--- src/cdq_pkg.sv ---
// ----------------------------------------------------------------------------
// cdq_pkg
// shared constants for the circular deque: depth default, action and status codes
// ----------------------------------------------------------------------------
`default_nettype none

package cdq_pkg;

    localparam int unsigned DEPTH_DEFAULT = 8;
    localparam int unsigned WORD_W        = 32;
    localparam int unsigned ACTION_W      = 3;
    localparam int unsigned STATUS_W      = 2;
    localparam int unsigned COUNT_W       = 4;

    typedef logic [ACTION_W-1:0] t_action;
    typedef logic [STATUS_W-1:0] t_status;

    localparam t_action ACT_PUSH_FRONT = 3'd0;
    localparam t_action ACT_PUSH_BACK  = 3'd1;
    localparam t_action ACT_POP_FRONT  = 3'd2;
    localparam t_action ACT_POP_BACK   = 3'd3;
    localparam t_action ACT_PEEK_FRONT = 3'd4;
    localparam t_action ACT_PEEK_BACK  = 3'd5;

    localparam t_status STAT_OK    = 2'd0;
    localparam t_status STAT_FULL  = 2'd1;
    localparam t_status STAT_EMPTY = 2'd2;

endpackage

`default_nettype wire

--- src/cdq_ram.sv ---
// ----------------------------------------------------------------------------
// cdq_ram
// single-port slot memory with registered read data
// ----------------------------------------------------------------------------
`default_nettype none

module cdq_ram
    import cdq_pkg::*;
#(
    parameter int unsigned DEPTH = DEPTH_DEFAULT
) (
    input  wire logic                     i_clk,
    input  wire logic                     i_we,
    input  wire logic                     i_re,
    input  wire logic [$clog2(DEPTH)-1:0] i_addr,
    input  wire logic [WORD_W-1:0]        i_wdata,
    output logic      [WORD_W-1:0]        o_rdata
);

    logic [WORD_W-1:0] r_mem [DEPTH];
    logic [WORD_W-1:0] r_rdata;

    always_ff @(posedge i_clk) begin
        if (i_we) begin
            r_mem[i_addr] <= i_wdata;
        end
        if (i_re) begin
            r_rdata <= r_mem[i_addr];
        end
    end

    assign o_rdata = r_rdata;

endmodule

`default_nettype wire

--- src/circular_deque.sv ---
// ----------------------------------------------------------------------------
// circular_deque
// ring-buffer double-ended queue of signed 32-bit words in a slot memory
// ----------------------------------------------------------------------------
// Each transaction on the input channel carries one action (push front, push
// back, pop front, pop back, peek front, peek back) and yields exactly one
// transaction on the output channel with a status, the word read (zero when
// none) and the fill count after the action. Pushes and rejected actions are
// registered directly; pops and peeks that read a word first pass the read
// state, since the slot memory has registered read data and a single port.
// The next action is taken while a result waits in the output register if
// that register is drained by then. Slot contents are undefined after reset.
`default_nettype none

module circular_deque
    import cdq_pkg::*;
#(
    parameter int unsigned DEPTH = DEPTH_DEFAULT
) (
    input  wire logic                i_clk,
    input  wire logic                i_rst_n,
    input  wire logic                i_in_valid,
    output logic                     o_in_stall,
    input  wire logic [ACTION_W-1:0] i_action,
    input  wire logic signed [WORD_W-1:0] i_value,
    output logic                     o_out_valid,
    input  wire logic                i_out_stall,
    output logic [STATUS_W-1:0]      o_status,
    output logic signed [WORD_W-1:0] o_data,
    output logic [COUNT_W-1:0]       o_fill_count
);

    localparam int unsigned PW = $clog2(DEPTH);
    localparam int unsigned OW = $clog2(DEPTH + 1);
    localparam logic [PW-1:0] LAST_IDX = PW'(DEPTH - 1);
    localparam logic [OW-1:0] FULL_OCC = OW'(DEPTH);

    localparam logic ST_IDLE = 1'b0;
    localparam logic ST_READ = 1'b1;

    logic          r_state, n_state;
    logic [PW-1:0] r_head, n_head;
    logic [PW-1:0] r_tail, n_tail;
    logic [OW-1:0] r_occ, n_occ;

    logic                r_out_valid, n_out_valid;
    t_status             r_out_status, n_out_status;
    logic [WORD_W-1:0]   r_out_data, n_out_data;
    logic [COUNT_W-1:0]  r_out_count, n_out_count;
    logic [COUNT_W-1:0]  r_pend_count, n_pend_count;

    logic              in_acc;
    logic              out_free;
    logic              is_empty;
    logic              is_full;
    logic [PW-1:0]     head_prev, head_next, tail_prev, tail_next;
    logic              mem_we, mem_re;
    logic [PW-1:0]     mem_addr;
    logic [WORD_W-1:0] mem_rdata;

    assign out_free   = !r_out_valid || !i_out_stall;
    assign o_in_stall = (r_state != ST_IDLE) || !out_free;
    assign in_acc     = i_in_valid && !o_in_stall;
    assign is_empty   = (r_occ == '0);
    assign is_full    = (r_occ >= FULL_OCC);

    assign head_prev = (r_head == '0) ? LAST_IDX : r_head - PW'(1);
    assign head_next = (r_head == LAST_IDX) ? '0 : r_head + PW'(1);
    assign tail_prev = (r_tail == '0) ? LAST_IDX : r_tail - PW'(1);
    assign tail_next = (r_tail == LAST_IDX) ? '0 : r_tail + PW'(1);

    always_comb begin
        n_state      = r_state;
        n_head       = r_head;
        n_tail       = r_tail;
        n_occ        = r_occ;
        n_out_valid  = r_out_valid && i_out_stall;
        n_out_status = r_out_status;
        n_out_data   = r_out_data;
        n_out_count  = r_out_count;
        n_pend_count = r_pend_count;
        mem_we       = 1'b0;
        mem_re       = 1'b0;
        mem_addr     = r_head;

        if (r_state == ST_READ) begin
            n_state      = ST_IDLE;
            n_out_valid  = 1'b1;
            n_out_status = STAT_OK;
            n_out_data   = mem_rdata;
            n_out_count  = r_pend_count;
        end else if (in_acc) begin
            n_out_status = STAT_OK;
            n_out_data   = '0;
            case (i_action)
                ACT_PUSH_FRONT, ACT_PUSH_BACK: begin
                    if (is_full) begin
                        n_out_status = STAT_FULL;
                    end else begin
                        mem_we = 1'b1;
                        n_occ  = r_occ + OW'(1);
                        if (is_empty) begin
                            n_head   = '0;
                            n_tail   = '0;
                            mem_addr = '0;
                        end else if (i_action == ACT_PUSH_FRONT) begin
                            n_head   = head_prev;
                            mem_addr = head_prev;
                        end else begin
                            n_tail   = tail_next;
                            mem_addr = tail_next;
                        end
                    end
                end
                ACT_POP_FRONT, ACT_POP_BACK, ACT_PEEK_FRONT, ACT_PEEK_BACK: begin
                    if (is_empty) begin
                        n_out_status = STAT_EMPTY;
                    end else begin
                        mem_re   = 1'b1;
                        n_state  = ST_READ;
                        mem_addr = (i_action == ACT_POP_FRONT ||
                                    i_action == ACT_PEEK_FRONT) ? r_head : r_tail;
                        if (i_action == ACT_POP_FRONT) begin
                            n_occ = r_occ - OW'(1);
                            if (r_occ != OW'(1)) begin
                                n_head = head_next;
                            end
                        end else if (i_action == ACT_POP_BACK) begin
                            n_occ = r_occ - OW'(1);
                            if (r_occ != OW'(1)) begin
                                n_tail = tail_prev;
                            end
                        end
                    end
                end
                default: begin
                end
            endcase
            n_out_count  = COUNT_W'(n_occ);
            n_pend_count = COUNT_W'(n_occ);
            n_out_valid  = (n_state == ST_IDLE);
        end
    end

    always_ff @(posedge i_clk) begin
        if (!i_rst_n) begin
            r_state     <= ST_IDLE;
            r_head      <= '0;
            r_tail      <= '0;
            r_occ       <= '0;
            r_out_valid <= 1'b0;
        end else begin
            r_state     <= n_state;
            r_head      <= n_head;
            r_tail      <= n_tail;
            r_occ       <= n_occ;
            r_out_valid <= n_out_valid;
        end
    end

    always_ff @(posedge i_clk) begin
        r_out_status <= n_out_status;
        r_out_data   <= n_out_data;
        r_out_count  <= n_out_count;
        r_pend_count <= n_pend_count;
    end

    cdq_ram #(
        .DEPTH (DEPTH)
    ) u_ram (
        .i_clk   (i_clk),
        .i_we    (mem_we),
        .i_re    (mem_re),
        .i_addr  (mem_addr),
        .i_wdata (i_value),
        .o_rdata (mem_rdata)
    );

    assign o_out_valid  = r_out_valid;
    assign o_status     = r_out_status;
    assign o_data       = r_out_data;
    assign o_fill_count = r_out_count;

    // read cycle only starts with the output register free
    a_read_out_free: assert property (@(posedge i_clk) disable iff (!i_rst_n)
        r_state == ST_READ |-> !r_out_valid)
        else $error("read cycle with output register occupied");

    a_occ_range: assert property (@(posedge i_clk) disable iff (!i_rst_n)
        r_occ <= FULL_OCC)
        else $error("occupancy above depth");

    a_occ_hold: assert property (@(posedge i_clk) disable iff (!i_rst_n)
        !in_acc |=> $stable(r_occ))
        else $error("occupancy changed without a transaction");

    a_full_reject: assert property (@(posedge i_clk) disable iff (!i_rst_n)
        in_acc && is_full && (i_action == ACT_PUSH_FRONT || i_action == ACT_PUSH_BACK)
        |=> o_out_valid && o_status == STAT_FULL && $stable(r_occ))
        else $error("push into full queue not rejected");

    a_empty_reject: assert property (@(posedge i_clk) disable iff (!i_rst_n)
        in_acc && is_empty && (i_action == ACT_POP_FRONT || i_action == ACT_POP_BACK ||
        i_action == ACT_PEEK_FRONT || i_action == ACT_PEEK_BACK)
        |=> o_out_valid && o_status == STAT_EMPTY && o_data == '0)
        else $error("read of empty queue not rejected");

endmodule

`default_nettype wire
--- config.mk ---
export PLATFORM = sky130hd
export DESIGN_NAME = circular_deque
export DESIGN_NICKNAME = d
export VERILOG_FILES = /design/src/cdq_pkg.sv /design/src/cdq_ram.sv /design/src/circular_deque.sv
export SDC_FILE = /design/constraint.sdc
export NUM_CORES = 1
export LEC_CHECK = 0
export BUFFER_PORTS_ARGS = -buffer_cell sky130_fd_sc_hd__buf_2
export CORE_MARGIN = 4
export CORE_UTILIZATION = 40
export CTS_BUF_LIST = sky130_fd_sc_hd__clkbuf_8
export CTS_CLUSTER_DIAMETER = 100
export DETAILED_ROUTE_END_ITERATION = 6
export SYNTH_ARGS = -nofsm -noshare
export SYNTH_HDL_FRONTEND = slang
export SYNTH_SLANG_ARGS = --single-unit
--- constraint.sdc ---
create_clock -name i_clk -period 7.55 [get_ports i_clk]
set_input_delay 2.265 -clock i_clk [delete_from_list [all_inputs] [get_ports i_clk]]
set_output_delay 2.265 -clock i_clk [all_outputs]
set_load 0.01 [all_outputs]
==> reports/qor.csv, run 1 <==
stage,metric,value,unit
setup_path,start_kind,primary input,
global_routing,antenna_found_initial,2,
die,chipWidth,201,um
clock_tree,clockBufferDepth,3,
drt,vias_per_cell,5.76,
global_routing,globalRouteTotalUtil,17.5,%
clock_tree,cts_resized,0,
clock_tree,post_cts_buffers,0,
yosys,synthDistinctLibCells,57,
drt,drt-initial-drc-count,801,
cells_and_area,fillCellCount,3289,
setup_path,worst-path-max-fanout,94,
yosys,synth-edff-count,328,
global_routing,gr-total-overflow,0,
yosys,synth.most_common_cell,edfxtp_1,
clock_tree,cts-root-buf,clkbuf_8,
die,fp.coreArea,0.0367,mm2
global_routing,grt_max_degree,130,
power_and_ir_drop,p_clk_share,35.5,%
global_routing,grt_pass1_vias,9520,
sta,max_freq,190,MHz
min_path,hold_path.class,reg2reg,
power_and_ir_drop,combPwrFrac,10.0,%
setup_path,crit_family,simple AND/OR/NAND/NOR gates,
die,initial_core_util,40.6,%
place,dp_hpwl,19500,um
setup_path,arrival,5440,ps
clock_tree,cts_tree,yes,
sta,period_minus_slack,5260,ps
run,maxCapViolCount,0,
sta,tns,0,ps
setup_path,path_cells,buf_2 > nand2_1 > nand4_1 > or3_4 > and3_1 > nand3_1 > nor2_4,
clock_tree,cts.clk_slew.worst_paths,60,ps
cells_and_area,finalNetCount,1222,
power_and_ir_drop,power_switching_share,24.9,%
yosys,synth_seq_cells,342,
sta,setup_violations,0,
setup_path,cpPeakStageDelay,1030,ps
die,top_level_ports,79,
power_and_ir_drop,p_leak,5.75,nW
die,num_rows,70,
sta,hold_viol_final,0,
yosys,synth_common_cells,"328 x edfxtp_1, 76 x inv_1, 73 x o21ai_0",
sta,max-slew-margin-rel,16.6,%
place,numPortBuffers,78,
sta,final-max-slew-violation-count,0,
setup_path,worstPathBufferInverterCount,1,
drt,drt-pass1-iter-count,5,
yosys,yosysWarnings,0,
power_and_ir_drop,power_per_cell_area,239,mW/mm2
setup_path,path_class,in2reg,
power_and_ir_drop,p_sw,989,uW
clock_tree,cts_made_buffers,54,
run_status,outcome,completed,
sta,clock_skew,18.3,ps
cells_and_area,areaGrowthSynthToFinish,11.3,%
die,die_h,201,um
sta,period_share,69.6,%
sta,rsz0062_at_grt,false,
yosys,synthArstFlopShare,0,%
sta,worst_slew_pin_slew,1250,ps
power_and_ir_drop,peakVddDrop,0.123,mV
die,dieArea,0.0404,mm2
yosys,synthTopCellsByArea,"edfxtp_1 66%, and4_1 3.8%, a211o_1 3.8%",
drt,drc,0,
yosys,syn_avg_cell_area,13.3,um2
clock_tree,cts.sinks,342,
power_and_ir_drop,seqPwrFrac,54.6,%
power_and_ir_drop,p_total,3.97,mW
yosys,ys_seq_area_share,67.9,%
drt,drt.antenna.violating_nets,0,
yosys,yosys.area.top_type_share,66.1,%
setup_path,required,7730,ps
setup_path,worstSetupEndpointType,flop,
yosys,syn_area,0.0149,mm2
drt,routed_wl,36400,um
cells_and_area,drive_above_1_share,16.5,%
drt,routedWlPerCell,21.7,um
yosys,synth_flop_cell,edfxtp_1,
yosys,postSynthCellCount,1121,
clock_tree,h-tree-depth,2,
clock_tree,worstSkewPairLatency,580,ps
power_and_ir_drop,power.internal,2.98,mW
clock_tree,hold_buffers,0,
setup_path,crit_slowest_cell,nor2_4,
global_routing,grt_pass1_wl,56100,um
yosys,yosys.area.top_type,edfxtp_1,
drt,vias,9667,
place,place_congestion,0.782,
yosys,syn_nets,1171,
[routing by layer]
layer	wire (um)	track usage, %	vias up
met4	792	5.41	4
met1	16000	24.0	4830
met5	34	0	-
met2	17300	28.4	303
li1	-	-	4462
met3	2240	3.59	68
[per-stage QoR]
| stage | hold WS (ps) | std cells | setup WS [ps] | instance area [um2] | utilization [%] |
|---|---|---|---|---|---|
| after floorplan | 487 | 1121 | 1280 | 14900 | - |
| after global placement | 484 | 1584 | 1850 | 15600 | 42.6 |
| after detailed placement | 470 | 1584 | 1760 | 15600 | 42.6 |
| after CTS | 487 | 1678 | 2350 | 16600 | 45.2 |
| after global routing | 520 | 1678 | 2080 | 16600 | 45.2 |
| final | 482 | 1679 | 2290 | 16600 | 45.2 |
[cells by family after synthesis]
kind of cell | synth area share [%]
AO/OA/AOI/OAI | 13.4
XOR/XNOR | 0.336
multiplexers | 0.503
flip-flops | 67.9
buffers and inverters | 5.45
AND/OR/NAND/NOR | 11.5
adder cells (fa/ha/maj) | 0.923
[worst reg2reg max path, stage by stage, from the launching register on]
cell and delay [ps]:
dfxtp_1 330, inv_1 140, ha_1 260, or3b_1 550, nand4_1 320, or3_4 830, and3_1 340, nand3_1 340
nor2_4 1030
[power groups by stage]
stage | clock, mW | combinational, mW | sequential (mW)
floorplan | 0 | 0.249 | 2.21
global placement | 0 | 0.392 | 2.21
detailed placement | 0 | 0.396 | 2.21
CTS | 1.44 | 0.398 | 2.17
global route | 1.53 | 0.435 | 2.17
finish | 1.41 | 0.395 | 2.17
[final timing paths]
check | startpoint | end | slack [ps] | depth (start not counted)
setup / recovery | i_action[1] | u_ram.r_mem[2][28] | 2290 | 7
hold / removal | o_status[0] | o_status[0] | 480 | 2
setup reg to reg | r_occ[0] | u_ram.r_mem[2][28] | 2990 | 8
hold reg to reg | o_status[0] | o_status[0] | 480 | 2
[cells in the final DEF, fill, tap and decap left out, types with 4 or more instances in the layout]
master	count
a211o_1	64
nor3_2	5
a31oi_1	64
a21oi_1	10
buf_4	23
o21ai_0	73
nor2_1	18
dfxtp_1	14
and2_1	33
and4_1	65
o211ai_1	33
nor3_1	7
clkinv_2	8
nand4_1	36
nor2_4	6
inv_1	88
mux2_2	4
o21ai_1	31
buf_2	78
clkinv_1	17
nand3_1	68
nand2_1	18
edfxtp_1	328
ha_1	11
clkbuf_8	55
[flip-flops by register name, indices dropped and copies added (netlist names)]
register,count
r_state,1
o_out_valid,1
o_data,32
o_fill_count,4
r_head,3
u_ram.r_mem,256
r_occ,4
r_tail,3
u_ram.o_rdata,32
o_status,2
r_pend_count,4
[final cells by class]
cell class / count / area [um2] / share of cell area (%)
inverters: 77 / 289 / 1.74
multi-input cells: 596 / 4080 / 24.6
repair buffers: 101 / 563 / 3.39
flip-flops and latches: 342 / 10100 / 61.0
well taps: 468 / 586 / 3.53
clock buffers: 55 / 757 / 4.56
clock inverters: 39 / 186 / 1.12
diodes: 1 / 2.50 / 0.0151
(Power assumes the default switching activity.)
==> run 2: changes to the inputs <==
- clock period: 7.55 -> 4.8 ns (I/O delays scaled with it)
==> run 2 against run 1 <==
Count of clock-buffer cells in the layout is 1 higher. Flip-flop and latch count stayed put. Largest cell class unchanged. Core utilization is 0.62 points higher. First-iteration DRC count is 7.6% lower. Clock skew is 3.5 ps higher. Sequential power is 57% higher. Critical path type unchanged. Via count is 0.18% lower. Clock power is 60% higher. Die area stayed put. Highest routed layer unchanged.
==> reports/qor.csv, run 2 (synthesis gave the netlist of run 1 again) <==
stage,metric,value,unit,change
run_status,outcome,completed,,
power_and_ir_drop,power.internal,4.73,mW,+59%
clock_tree,cts_made_buffers,55,,+1.9%
cells_and_area,finalNetCount,1239,,+1.4%
clock_tree,worstSkewPairLatency,600,ps,+20 ps
setup_path,worstSetupEndpointType,flop,,
global_routing,grt_pass1_wl,55700,um,-0.81%
die,chipWidth,201,um,unchanged
power_and_ir_drop,peakVddDrop,0.171,mV,+40%
power_and_ir_drop,power_switching_share,25.0,%,+0.094 points
global_routing,grt_max_degree,130,,unchanged
sta,max-slew-margin-rel,37.9,%,+21 points
clock_tree,clockBufferDepth,3,,unchanged
cells_and_area,fillCellCount,3205,,-2.6%
setup_path,worst-path-max-fanout,63,,-33%
die,top_level_ports,79,,unchanged
setup_path,path_cells,buf_2 > xor2_2 > buf_4 > nand2_2 > or3_4 > and3_1 > nand3_1 > nor3_2 > buf_4,,
cells_and_area,regArea,0.0101,mm2,unchanged
drt,drt.antenna.violating_nets,0,,unchanged
sta,fin_ws,1150,ps,-1150 ps
setup_path,path_class,in2reg,,
global_routing,gr-total-overflow,0,,unchanged
drt,drc,0,,unchanged
power_and_ir_drop,p_leak,5.91,nW,+2.8%
sta,worst_slew_pin_slew,924,ps,-325 ps
clock_tree,cts_tree,yes,,
run,maxCapViolCount,0,,unchanged
cells_and_area,diodes,0,,-1
die,die_h,201,um,unchanged
power_and_ir_drop,p_clk_share,35.8,%,+0.3 points
setup_path,arrival,3890,ps,-1550 ps
clock_tree,cts.sinks,342,,unchanged
power_and_ir_drop,combPwrFrac,10.1,%,about the same
die,num_rows,70,,unchanged
cells_and_area,drive_above_1_share,17.7,%,+1.1 points
sta,setup_violations,0,,unchanged
global_routing,antenna_found_initial,1,,-1
drt,drt-pass1-iter-count,5,,unchanged
sta,rsz0062_at_grt,false,,
drt,vias,9650,,-0.18%
sta,max_freq,274,MHz,
die,dieArea,0.0404,mm2,unchanged
die,initial_core_util,40.6,%,unchanged
setup_path,required,5040,ps,-2690 ps
sta,final-max-slew-violation-count,0,,unchanged
place,numPortBuffers,78,,unchanged
cells_and_area,final_cell_mix,"328 x edfxtp_1, 95 x inv_1, 78 x buf_2",,
clock_tree,cts.clk_slew.worst_paths,60,ps,about the same
clock_tree,cts_resized,0,,unchanged
drt,routedWlPerCell,21.0,um,-2.9%
clock_tree,post_cts_buffers,0,,unchanged
global_routing,globalRouteTotalUtil,17.3,%,-0.26 points
cells_and_area,largest_reg_flops,256,,unchanged
sta,hold_slack,500,ps,+17.8 ps
cells_and_area,mostFrequentLayoutCell,edfxtp_1,,
sta,period_share,76.1,%,
clock_tree,hold_buffers,0,,unchanged
power_and_ir_drop,power_per_cell_area,375,mW/mm2,+57%
clock_tree,cts-root-buf,clkbuf_8,,
power_and_ir_drop,p_sw,1.58,mW,+59%
cells_and_area,areaGrowthSynthToFinish,12.8,%,
drt,routed_wl,35800,um,-1.5%
sta,hold_viol_final,0,,unchanged
setup_path,crit_slowest_cell,or3_4,,
setup_path,cpPeakStageDelay,560,ps,-470 ps
setup_path,cpMostUsedCell,buf_4,,
drt,drt-initial-drc-count,740,,-7.6%
clock_tree,h-tree-depth,2,,unchanged
place,dp_slack,566,ps,-1190 ps
setup_path,start_kind,primary input,,
global_routing,grt_pass1_vias,9330,,-2.0%
cells_and_area,regMostFlops,u_ram.r_mem,,
sta,clock_skew,21.8,ps,+3.49 ps
die,fp.coreArea,0.0367,mm2,unchanged
min_path,hold_path.class,reg2reg,,
place,dp_hpwl,20500,um,+5.1%
power_and_ir_drop,seqPwrFrac,54.0,%,-0.6 points
drt,vias_per_cell,5.67,,-1.6%
place,place_congestion,0.833,,+6.5%
sta,tns,0,ps,unchanged
cells_and_area,multiInputGateArea,0.00408,mm2,unchanged
sta,period_minus_slack,3650,ps,
## run 2: changes by cell type in the layout (fill, tap and decap cells not counted), sizes merged
cell and change:
buf +16, inv +8, diode -1, clkbuf +1
## run 2: cell type report
| class | count | share of cell area [%] |
|---|---|---|
| clock buffer | 56 | 4.58 |
| clock inverter | 47 | 1.32 |
| inverter | 77 | 1.72 |
| multi-input combinational | 596 | 24.3 |
| sequential | 342 | 60.2 |
| tap | 468 | 3.48 |
| timing repair buffer | 117 | 4.43 |
## run 2: path summary, 6_finish.rpt
| kind | slack, ps | to | cells after the start | startpoint |
|---|---|---|---|---|
| worst max register to register | 1160 | u_ram.r_mem[4][24] | 9 | r_occ[0] |
| worst min register to register | 500 | o_status[0] | 2 | o_status[0] |
| worst min-delay path | 500 | o_status[0] | 2 | o_status[0] |
| worst max-delay path | 1150 | u_ram.r_mem[4][24] | 9 | i_action[1] |
## run 2: critical path, delay by kind of cell
family,cells,cell delay [ps]
and+or+nand+nor,5,1460
xor gates and xnor gates,1,200
buffers and inverters,3,750
## run 2: power groups by stage
stage	sequential (mW)	combinational (mW)	clock [mW]
after floorplan	3.48	0.392	0
after global placement	3.47	0.633	0
after detailed placement	3.47	0.640	0
after CTS	3.41	0.642	2.34
after global routing	3.41	0.703	2.48
final	3.41	0.638	2.26
## run 2: metal layers
metal	global-route usage [%]	share of wire (%)
met1	24.1	45
met2	27.6	47
met3	4.01	6.4
met4	4.33	1.7
met5	0	0.056
## run 2: stage by stage
step | std cells | total power [mW] | area [um2] | utilization [%]
2_1_floorplan | 1121 | 3.87 | 14900 | -
3_3_place_gp | 1600 | 4.10 | 15800 | 43.1
3_5_place_dp | 1600 | 4.11 | 15800 | 43.1
4_1_cts | 1703 | 6.39 | 16800 | 45.8
5_1_grt | 1703 | 6.60 | 16800 | 45.8
6_report | 1703 | 6.31 | 16800 | 45.8
